==> config.mk <==
export PLATFORM = sky130hd
export DESIGN_NAME = lcd_bar_graph_nibble_writer
export DESIGN_NICKNAME = d
export VERILOG_FILES = /design/src/lcdbg_pkg.sv /design/src/lcd_bar_graph_nibble_writer.sv
export SDC_FILE = /design/constraint.sdc
export NUM_CORES = 1
export LEC_CHECK = 0
export ABC_CLOCK_PERIOD_IN_PS = 6300
export BUFFER_PORTS_ARGS = -buffer_cell sky130_fd_sc_hd__buf_2
export CAP_MARGIN = 15
export CORE_MARGIN = 5
export CORE_UTILIZATION = 25
export CTS_CLUSTER_DIAMETER = 200
export DETAILED_ROUTE_END_ITERATION = 16
export HOLD_SLACK_MARGIN = 0.15
export PLACE_DENSITY = 0.44
export SLEW_MARGIN = 20
export SYNTH_ARGS = -nofsm -noshare
export SYNTH_HDL_FRONTEND = slang
export SYNTH_SLANG_ARGS = --single-unit
==> constraint.sdc <==
create_clock -name clk -period 6.3 [get_ports clk]
set_input_delay 0.945 -clock clk [delete_from_list [all_inputs] [get_ports clk]]
set_output_delay 0.945 -clock clk [all_outputs]
set_load 0.005 [all_outputs]
==> src/lcdbg_pkg.sv <==
// ----------------------------------------------------------------------------
// lcdbg_pkg
// shared constants for the lcd bar graph nibble writer
// ----------------------------------------------------------------------------
package lcdbg_pkg;

	localparam logic [7:0] CMD_ROW0    = 8'h80;
	localparam logic [7:0] CMD_ROW1    = 8'hC0;
	localparam logic [6:0] PERCENT_MAX = 7'd99;
	localparam logic [7:0] SPACE_CODE  = 8'h20;
	localparam logic [7:0] DIGIT_ZERO  = 8'h30;

	// register-select codes
	localparam logic RS_CMD  = 1'b0;
	localparam logic RS_DATA = 1'b1;

	// configuration register indexes
	localparam logic REG_FILL_CODE = 1'b0;

	// command nibbles that can appear with register select low
	localparam logic [3:0] CMD_NIB_ROW0 = CMD_ROW0[7:4];
	localparam logic [3:0] CMD_NIB_ROW1 = CMD_ROW1[7:4];
	localparam logic [3:0] CMD_NIB_LOW  = CMD_ROW0[3:0];

endpackage

==> src/lcd_bar_graph_nibble_writer.sv <==
// ----------------------------------------------------------------------------
// lcd_bar_graph_nibble_writer
// renders a row select and percent value as a 4-bit lcd bar graph line
// ----------------------------------------------------------------------------
// usage:
//   s_* takes one word per line: tuser is the row, tdata the percent
//   (values above 99 are shown as 99). m_* gives one word per enable
//   strobe: tdata holds the nibble for d7..d4, tuser the register select,
//   tlast marks the final nibble of the line.
//   a line is a cursor command, BAR_CELLS bar cells and two decimal digits,
//   each byte sent high nibble first: 2*(BAR_CELLS+3) words, 34 by default.
//   the input word is registered, then its first nibble goes to the output register.
//   the nibble counter emits one word per cycle unless m_tready stalls the
//   output register; the next input word is taken in the cycle the
//   final nibble of the current line moves to the output register.
//   the fill character comes from register fill_code at apb address 0.
//   reset empties the line holding register and the output register and
//   sets fill_code to 0. a stall on m_tready holds the output word and the
//   nibble counter; s_tready drops until the line is nearly sent.
// ----------------------------------------------------------------------------
module lcd_bar_graph_nibble_writer
	import lcdbg_pkg::*;
#(
	parameter int BAR_CELLS = 14
) (
	input  logic       clk,
	input  logic       arst_n,
	// apb configuration port
	input  logic       psel,
	input  logic       penable,
	input  logic       pwrite,
	input  logic [2:0] paddr,
	input  logic [31:0] pwdata,
	output logic [31:0] prdata,
	output logic       pready,
	// input stream
	input  logic       s_tvalid,
	output logic       s_tready,
	input  logic [7:0] s_tdata,   // [7:0] percent
	input  logic       s_tuser,   // [0] row
	// output stream
	output logic       m_tvalid,
	input  logic       m_tready,
	output logic [7:0] m_tdata,   // [3:0] nibble, [7:4] zero
	output logic       m_tuser,   // [0] reg_select
	output logic       m_tlast
);

	localparam int NIB_COUNT = 2 * (BAR_CELLS + 3);
	localparam int POS_W     = $clog2(NIB_COUNT);
	localparam int BYTE_W    = POS_W - 1;
	localparam int PROD_W    = $clog2(99 * BAR_CELLS + 1);
	localparam int CMP_W     = $clog2(100 * BAR_CELLS + 1);

	logic [7:0] fill_code_q;

	logic              busy_q;
	logic              row_q;
	logic [PROD_W-1:0] prod_q;
	logic [3:0]        tens_q;
	logic [3:0]        ones_q;
	logic [POS_W-1:0]  pos_q;

	logic              out_valid_q;
	logic [3:0]        out_nib_q;
	logic              out_rs_q;
	logic              out_last_q;

	logic        cfg_wr;
	logic        accept;
	logic        advance;
	logic        pos_end;
	logic [6:0]  pct_c;
	logic [14:0] tens_prod_c;
	logic [3:0]  tens_c;
	logic [BYTE_W-1:0] byte_idx;
	logic [BYTE_W-1:0] cell_idx;
	logic [CMP_W-1:0]  cell_scaled;
	logic [7:0]  byte_c;
	logic [3:0]  nib_c;

	// apb register
	assign pready = 1'b1;
	assign cfg_wr = psel && penable && pwrite && pready;
	assign prdata = (paddr[2] == REG_FILL_CODE) ? {24'd0, fill_code_q} : 32'd0;

	always_ff @(posedge clk or negedge arst_n) begin
		if (!arst_n) begin
			fill_code_q <= 8'd0;
		end else if (cfg_wr && paddr[2] == REG_FILL_CODE) begin
			fill_code_q <= pwdata[7:0];
		end
	end

	// input side
	assign pct_c       = (s_tdata > {1'b0, PERCENT_MAX}) ? PERCENT_MAX : s_tdata[6:0];
	assign tens_prod_c = {8'd0, pct_c} * 15'd205;
	assign tens_c      = tens_prod_c[14:11];

	assign pos_end  = (pos_q == POS_W'(NIB_COUNT - 1));
	assign advance  = busy_q && (!out_valid_q || m_tready);
	assign s_tready = !busy_q || (advance && pos_end);
	assign accept   = s_tvalid && s_tready;

	always_ff @(posedge clk or negedge arst_n) begin
		if (!arst_n) begin
			busy_q <= 1'b0;
			pos_q  <= '0;
		end else begin
			if (advance) begin
				pos_q <= pos_end ? '0 : pos_q + POS_W'(1);
			end
			if (accept) begin
				busy_q <= 1'b1;
			end else if (advance && pos_end) begin
				busy_q <= 1'b0;
			end
		end
	end

	always_ff @(posedge clk) begin
		if (accept) begin
			row_q  <= s_tuser;
			prod_q <= PROD_W'(pct_c * BAR_CELLS);
			tens_q <= tens_c;
			ones_q <= 4'(pct_c - 7'(tens_c) * 7'd10);
		end
	end

	// byte and nibble select
	assign byte_idx    = pos_q[POS_W-1:1];
	assign cell_idx    = byte_idx - BYTE_W'(1);
	assign cell_scaled = CMP_W'(32'(cell_idx) * 100);

	always_comb begin
		if (byte_idx == '0) begin
			byte_c = row_q ? CMD_ROW1 : CMD_ROW0;
		end else if (byte_idx <= BYTE_W'(BAR_CELLS)) begin
			byte_c = (cell_scaled < CMP_W'(prod_q)) ? fill_code_q : SPACE_CODE;
		end else if (byte_idx == BYTE_W'(BAR_CELLS + 1)) begin
			byte_c = DIGIT_ZERO | {4'd0, tens_q};
		end else begin
			byte_c = DIGIT_ZERO | {4'd0, ones_q};
		end
	end

	assign nib_c = pos_q[0] ? byte_c[3:0] : byte_c[7:4];

	// output register
	always_ff @(posedge clk or negedge arst_n) begin
		if (!arst_n) begin
			out_valid_q <= 1'b0;
		end else if (advance) begin
			out_valid_q <= 1'b1;
		end else if (m_tready) begin
			out_valid_q <= 1'b0;
		end
	end

	always_ff @(posedge clk) begin
		if (advance) begin
			out_nib_q  <= nib_c;
			out_rs_q   <= (byte_idx == '0) ? RS_CMD : RS_DATA;
			out_last_q <= pos_end;
		end
	end

	assign m_tvalid = out_valid_q;
	assign m_tdata  = {4'd0, out_nib_q};
	assign m_tuser  = out_rs_q;
	assign m_tlast  = out_last_q;

endmodule

==> flow_summary.yaml, run 1 <==
run_status:
  status: "finished, final reports clean"
setup_path:
  r2r-end: "out_nib_q[0]"
  arrival_ps: 5900
  r2r_start: "pos_q[1]"
  path_class: "in2reg"
  required_ps: 6330
  setup.worst_path.end_class: "flip-flop"
  worstPathCellList: "buf_2, o311ai_0, nor2b_2, and2_1, nand2_1, fa_1, inv_1, ha_1, inv_1, fa_1, inv_1, ha_1, nand3_1, or2_0, o2111a_1, or3_4, ha_1, fa_1, xnor2_1, xnor2_2, xnor2_1"
  cp_max_fo: 5
  r2r_setup_slack_ps: 1850
  critical_path.max_stage_delay_ps: 500
  worst_path_max_delay_cell: "fa_1"
  startpoint_type: "input pin"
  rr_worst_depth: 18
timing:
  period_needed_ps: 5870
  final-hold-violation-count: 0
  rsz0062_at_grt: "no"
  worst_slew_pin_slew_ps: 843
  max_freq_ghz: 0.170
  whs_ps: 496
  drv_slew: 0
  fin_ws_ps: 428
  relSlewSlack_pct: 43.8
  fin_skew_ps: 5.06
  finalSetupViolations: 0
  fin_tns_setup_ps: 0
  period_share_pct: 93.2
synthesis:
  synthArstFlopShare_pct: 40.0
  yosys_warnings: 0
  syn_inst: 382
  yosysUniqueCellTypes: 51
  yosysTopAreaCell: "ha_1"
  synth.avg_cell_area_sq_um: 10.1
  ys_ff_latch: 40
  syn_area_sq_um: 3840
  synth-edff-count: 24
  netlist_top_cells_area: "ha_1 21%, edfxtp_1 19%, dfrtp_1 10%, fa_1 7.3%, inv_1 6.3%"
  synth_common_cells: "64 x ha_1, 64 x inv_1, 29 x buf_4"
  yosysSeqAreaShare_pct: 29.2
  yosysTopAreaCellShare_pct: 20.8
  ys.flop_type: "edfxtp_1"
die:
  ioPinCount: 96
  die_width_um: 134
  coreArea_sq_um: 15100
  initial_utilization_pct: 25.4
  die_h_um: 134
  rows: 45
  die_area_sq_um: 17900
place:
  dp_slack_ps: 58.2
  dpl.hpwl_um: 6160
  place.gp.congestion: 0.840
  numPortBuffers: 40
grt:
  grt_pass1_wl_um: 12100
  grt_usage_pct: 8.21
  antenna_found_initial: 0
  grt_use_met2_pct: 14.3
  grt_max_degree: 19
  grt_use_met3_pct: 1.61
  top_usage_layer: "met2"
  grt.met1_usage_pct: 10.3
  grt_pass1_vias: 2621
  overflow: 0
detailed_routing:
  viasPerCell: 4.17
  route.detailed.drc: 0
  postRouteAntennaNets: 0
  vias: 2554
  routedWlPerCell_um: 11.6
  drt-total-wl_um: 7110
  firstDrtPassIters: 4
  drtIter0Drc: 176
finish:
  register_area_sq_um: 1120
  fillers: 1605
  fin_nets: 553
  layout-drive-gt1-share_pct: 15.8
  multi_input_area_sq_um: 2350
  antenna_cells: 0
  synthToLayoutAreaGrowth_pct: 11.9
clock_tree:
  numCtsBuffers: 5
  clockBufferDepth: 2
  clkLatencyLatePin_ps: 280
  cts_sinks: 40
  clk_pin_slew_ps: 60
  holdBufCountCts: 0
  postCtsSetupBuffers: 0
  htree_levels: 2
  cts-root-buf: "clkbuf_16"
  cts_tree: "done"
job:
  cap_violations: 0
power:
  powerDensity_nw_per_um2: 474
  p_leak_nw: 2.14
  peakVddDrop_mv: 0.243
min_path:
  min_from: "busy_q"
  min_to: "m_tvalid"
  min_path_cells: 1
  min_path_type: "reg2reg"
layout make-up:
type                            count  share of cell area, %
Multi-Input combinational cell    271                   54.6
Timing Repair Buffer               42                   5.01
Sequential cell                    40                   26.1
Inverter                           64                   5.59
Clock buffer                        5                   2.91
Tap cell                          188                   5.47
Clock inverter                      2                  0.291
flip-flops by register name, summed over array words and instances (netlist names):
| name | flops |
|---|---|
| row_q | 1 |
| ones_q | 4 |
| fill_code_q | 8 |
| pos_q | 6 |
| m_tuser | 1 |
| m_tlast | 1 |
| m_tvalid | 1 |
| busy_q | 1 |
| out_nib_q | 4 |
| tens_q | 4 |
| prod_q | 9 |
worst max path at each step:
stage,startpoint,slack (ps),depth (start not counted),endpoint
CTS,s_tdata[3],360,21,ones_q[3]
finish,s_tdata[3],430,21,ones_q[3]
global placement,s_tdata[3],120,20,ones_q[3]
global route,s_tdata[3],50,21,ones_q[3]
floorplan,s_tdata[4],430,20,ones_q[3]
detailed placement,s_tdata[3],60,20,ones_q[3]
report_power, final:
group          switching [mW]  internal, mW  leakage (nW)
sequential             0.0438         0.360         0.408
clock                  0.0962         0.144        0.0657
combinational           0.740         0.651          1.67
total                   0.880          1.15          2.14
through the flow:
step	power (mW)	area (sq um)	std cells	util, %
final	2.03	4300	612	28.4
after global routing	2.30	4300	612	28.4
after CTS	2.08	4290	612	28.4
after detailed placement	1.82	4160	605	27.4
after global placement	1.80	4160	605	27.4
after floorplan	1.51	3940	409	-
cell usage in the layout (no fill, tap or decap), types with 4 or more instances in the layout:
cell,count
ha_1,64
edfxtp_1,24
clkbuf_16,5
fa_1,14
nor2b_1,9
mux2_2,10
o21ai_0,8
dfrtp_1,16
nand2b_1,8
buf_2,40
mux2i_1,4
xor2_1,7
a31oi_1,4
nor2_1,11
and2_1,6
xnor2_1,18
conb_1,29
inv_1,64
a21oi_1,11
a21o_1,8
nand2_1,15
kinds of logic after synthesis:
logic type | count (synthesis) | synth area share [%]
compound gates | 57 | 10.5
mux | 14 | 3.97
simple gates | 67 | 9.45
fa+ha+maj | 78 | 28.1
buf+inv | 98 | 12.4
other cells | 2 | 0.196
xor+xnor | 26 | 6.12
flops | 40 | 29.2
timing repair:
item,in CTS,in global routing
setup endpoints to repair,0,1
gates resized for setup,0,1
hold endpoints to repair,0,0
routing by layer:
layer  routed length (um)  up-vias
li1                     -     1313
met1                 3290     1193
met2                 3500       44
met3                  242        4
met4                   79        0
met5                    0        -
critical path, delay by kind of cell:
family | cells | cell delay, ps
AOI/OAI and AO/OA | 2 | 690
xor gates and xnor gates | 3 | 470
adders and majority gates | 6 | 2130
buffers and inverters | 4 | 270
and+or+nand+nor | 6 | 1380
(Power assumes the default switching activity.)
==> run 2: changes to the inputs <==
CELL_PAD_IN_SITES_DETAIL_PLACEMENT = 1   (was not set)
CELL_PAD_IN_SITES_GLOBAL_PLACEMENT = 1   (was not set)
PLACE_DENSITY = 0.54   (was 0.44)
==> run 2 against run 1 <==
Non-clock buffer count rose by 1. Clock-buffer cell count increased by 1. Highest routed layer unchanged. Via count increased by 2.5%.
==> flow_summary.yaml, run 2 (synthesis gave the netlist of run 1 again) <==
clock_tree:
  holdBufCountCts: 0
  cts-root-buf: "clkbuf_16"
  cts_resized: 0
  postCtsSetupBuffers: 0
  clkLatencyLatePin_ps: 280
  clockBufferDepth: 2
  htree_levels: 2
  clk_pin_slew_ps: 60
  cts_sinks: 40
  numCtsBuffers: 5
  cts_tree: "done"
timing:
  period_share_pct: 93.4
  fin_skew_ps: 4.03
  relSlewSlack_pct: 45.5
  period_needed_ps: 5880
  max_freq_ghz: 0.170
  worst_slew_pin_slew_ps: 818
  rsz0062_at_grt: "no"
  final-hold-violation-count: 0
  fin_tns_setup_ps: 0
  drv_slew: 0
  finalSetupViolations: 0
detailed_routing:
  routedWlPerCell_um: 12.8
  drtIter0Drc: 106
  viasPerCell: 4.27
  postRouteAntennaNets: 0
  vias: 2619
  route.detailed.drc: 0
  firstDrtPassIters: 4
  drt-total-wl_um: 7870
grt:
  grt_pass1_vias: 2865
  antenna_found_initial: 0
  grt.met1_usage_pct: 11.3
  grt_use_met2_pct: 16.5
  top_usage_layer: "met2"
  grt_max_degree: 19
  grt_usage_pct: 9.12
  grt_pass1_wl_um: 13500
  overflow: 0
  grt_use_met3_pct: 1.76
power:
  peakVddDrop_mv: 0.187
  p_leak_nw: 2.15
  powerDensity_nw_per_um2: 482
finish:
  mostFrequentLayoutCells: "64 x inv_1, 64 x ha_1, 40 x buf_2"
  regMostFlops: "prod_q"
  fin_nets: 554
  instances_no_fill: 614
  layout-drive-gt1-share_pct: 15.7
  synthToLayoutAreaGrowth_pct: 12.1
  largest_register_ffs: 9
  reg_top3: "prod_q x9, fill_code_q x8, pos_q x6"
  fillers: 1764
  antenna_cells: 0
  final_cell_area_sq_um: 4310
die:
  ioPinCount: 96
  initial_utilization_pct: 25.4
  die_h_um: 134
  coreArea_sq_um: 15100
  die_width_um: 134
  rows: 45
  die_area_sq_um: 17900
run_status:
  status: "finished, final reports clean"
setup_path:
  arrival_ps: 5920
  cp_max_fo: 5
  required_ps: 6330
  path_class: "in2reg"
  startpoint_type: "input pin"
  startpoint: "s_tdata[3]"
  r2r_start: "pos_q[1]"
  setup.worst_path.end_class: "flip-flop"
min_path:
  min_path_type: "reg2reg"
  min_from: "busy_q"
place:
  dpl_cell_area_sq_um: 4160
  place.gp.congestion: 0.782
  dp_cells: 606
  dpl.hpwl_um: 6830
  numPortBuffers: 40
job:
  cap_violations: 0
## run 2: area by class of cell
type	count	area, sq um	share of cell area, %
multi-input combinational	271	2340	54.5
clock buffer	6	129	2.99
timing repair buffer	43	223	5.17
sequential	40	1120	26.0
clock inverter	2	12.5	0.291
inverter	64	240	5.58
tap	188	235	5.46
## run 2: where the power goes
part           leakage (nW)  total [mW]  internal, mW  switching [mW]
Clock                0.0669       0.245         0.146          0.0988
Combinational          1.67        1.42         0.657           0.765
Sequential            0.408       0.407         0.360          0.0471
## run 2: through the flow
| stage | power [mW] | hold slack, ps | setup slack, ps | util (%) |
|---|---|---|---|---|
| after floorplan | 1.51 | 457 | 433 | - |
| after global placement | 1.81 | 488 | 156 | 27.5 |
| after detailed placement | 1.87 | 481 | 61.2 | 27.5 |
| after CTS | 2.13 | 506 | 368 | 28.4 |
| after global routing | 2.34 | 528 | 66.4 | 28.4 |
| final | 2.07 | 502 | 416 | 28.4 |
## run 2: routing by layer
layer	wire length, um	vias to the layer above
li1	-	1316
met1	3500	1257
met2	4030	41
met3	285	5
met4	61	0
met5	0	-
## run 2: worst max-delay path, stage by stage
cell      delay (ps)
buf_2            130
o311ai_0         400
nor2b_1          290
nand2b_1         200
ha_1             350
inv_1             60
fa_1             370
inv_1             80
fa_1             420
ha_1             310
ha_1             300
nand2_1           60
or2_0            290
o2111a_1         260
or3_4            420
ha_1             200
fa_1             370
xnor2_1          250
xnor2_2          140
xnor2_1           70
## run 2: path summary, 6_finish.rpt
kind / slack [ps] / cells after the start / end
max: 420 / 20 / ones_q[3]
min: 500 / 1 / m_tvalid
max reg2reg: 1680 / 18 / out_nib_q[0]
min reg2reg: 500 / 1 / m_tvalid
max in group asynchronous: 5450 / 1 / fill_code_q[6]
min in group asynchronous: 580 / 1 / busy_q
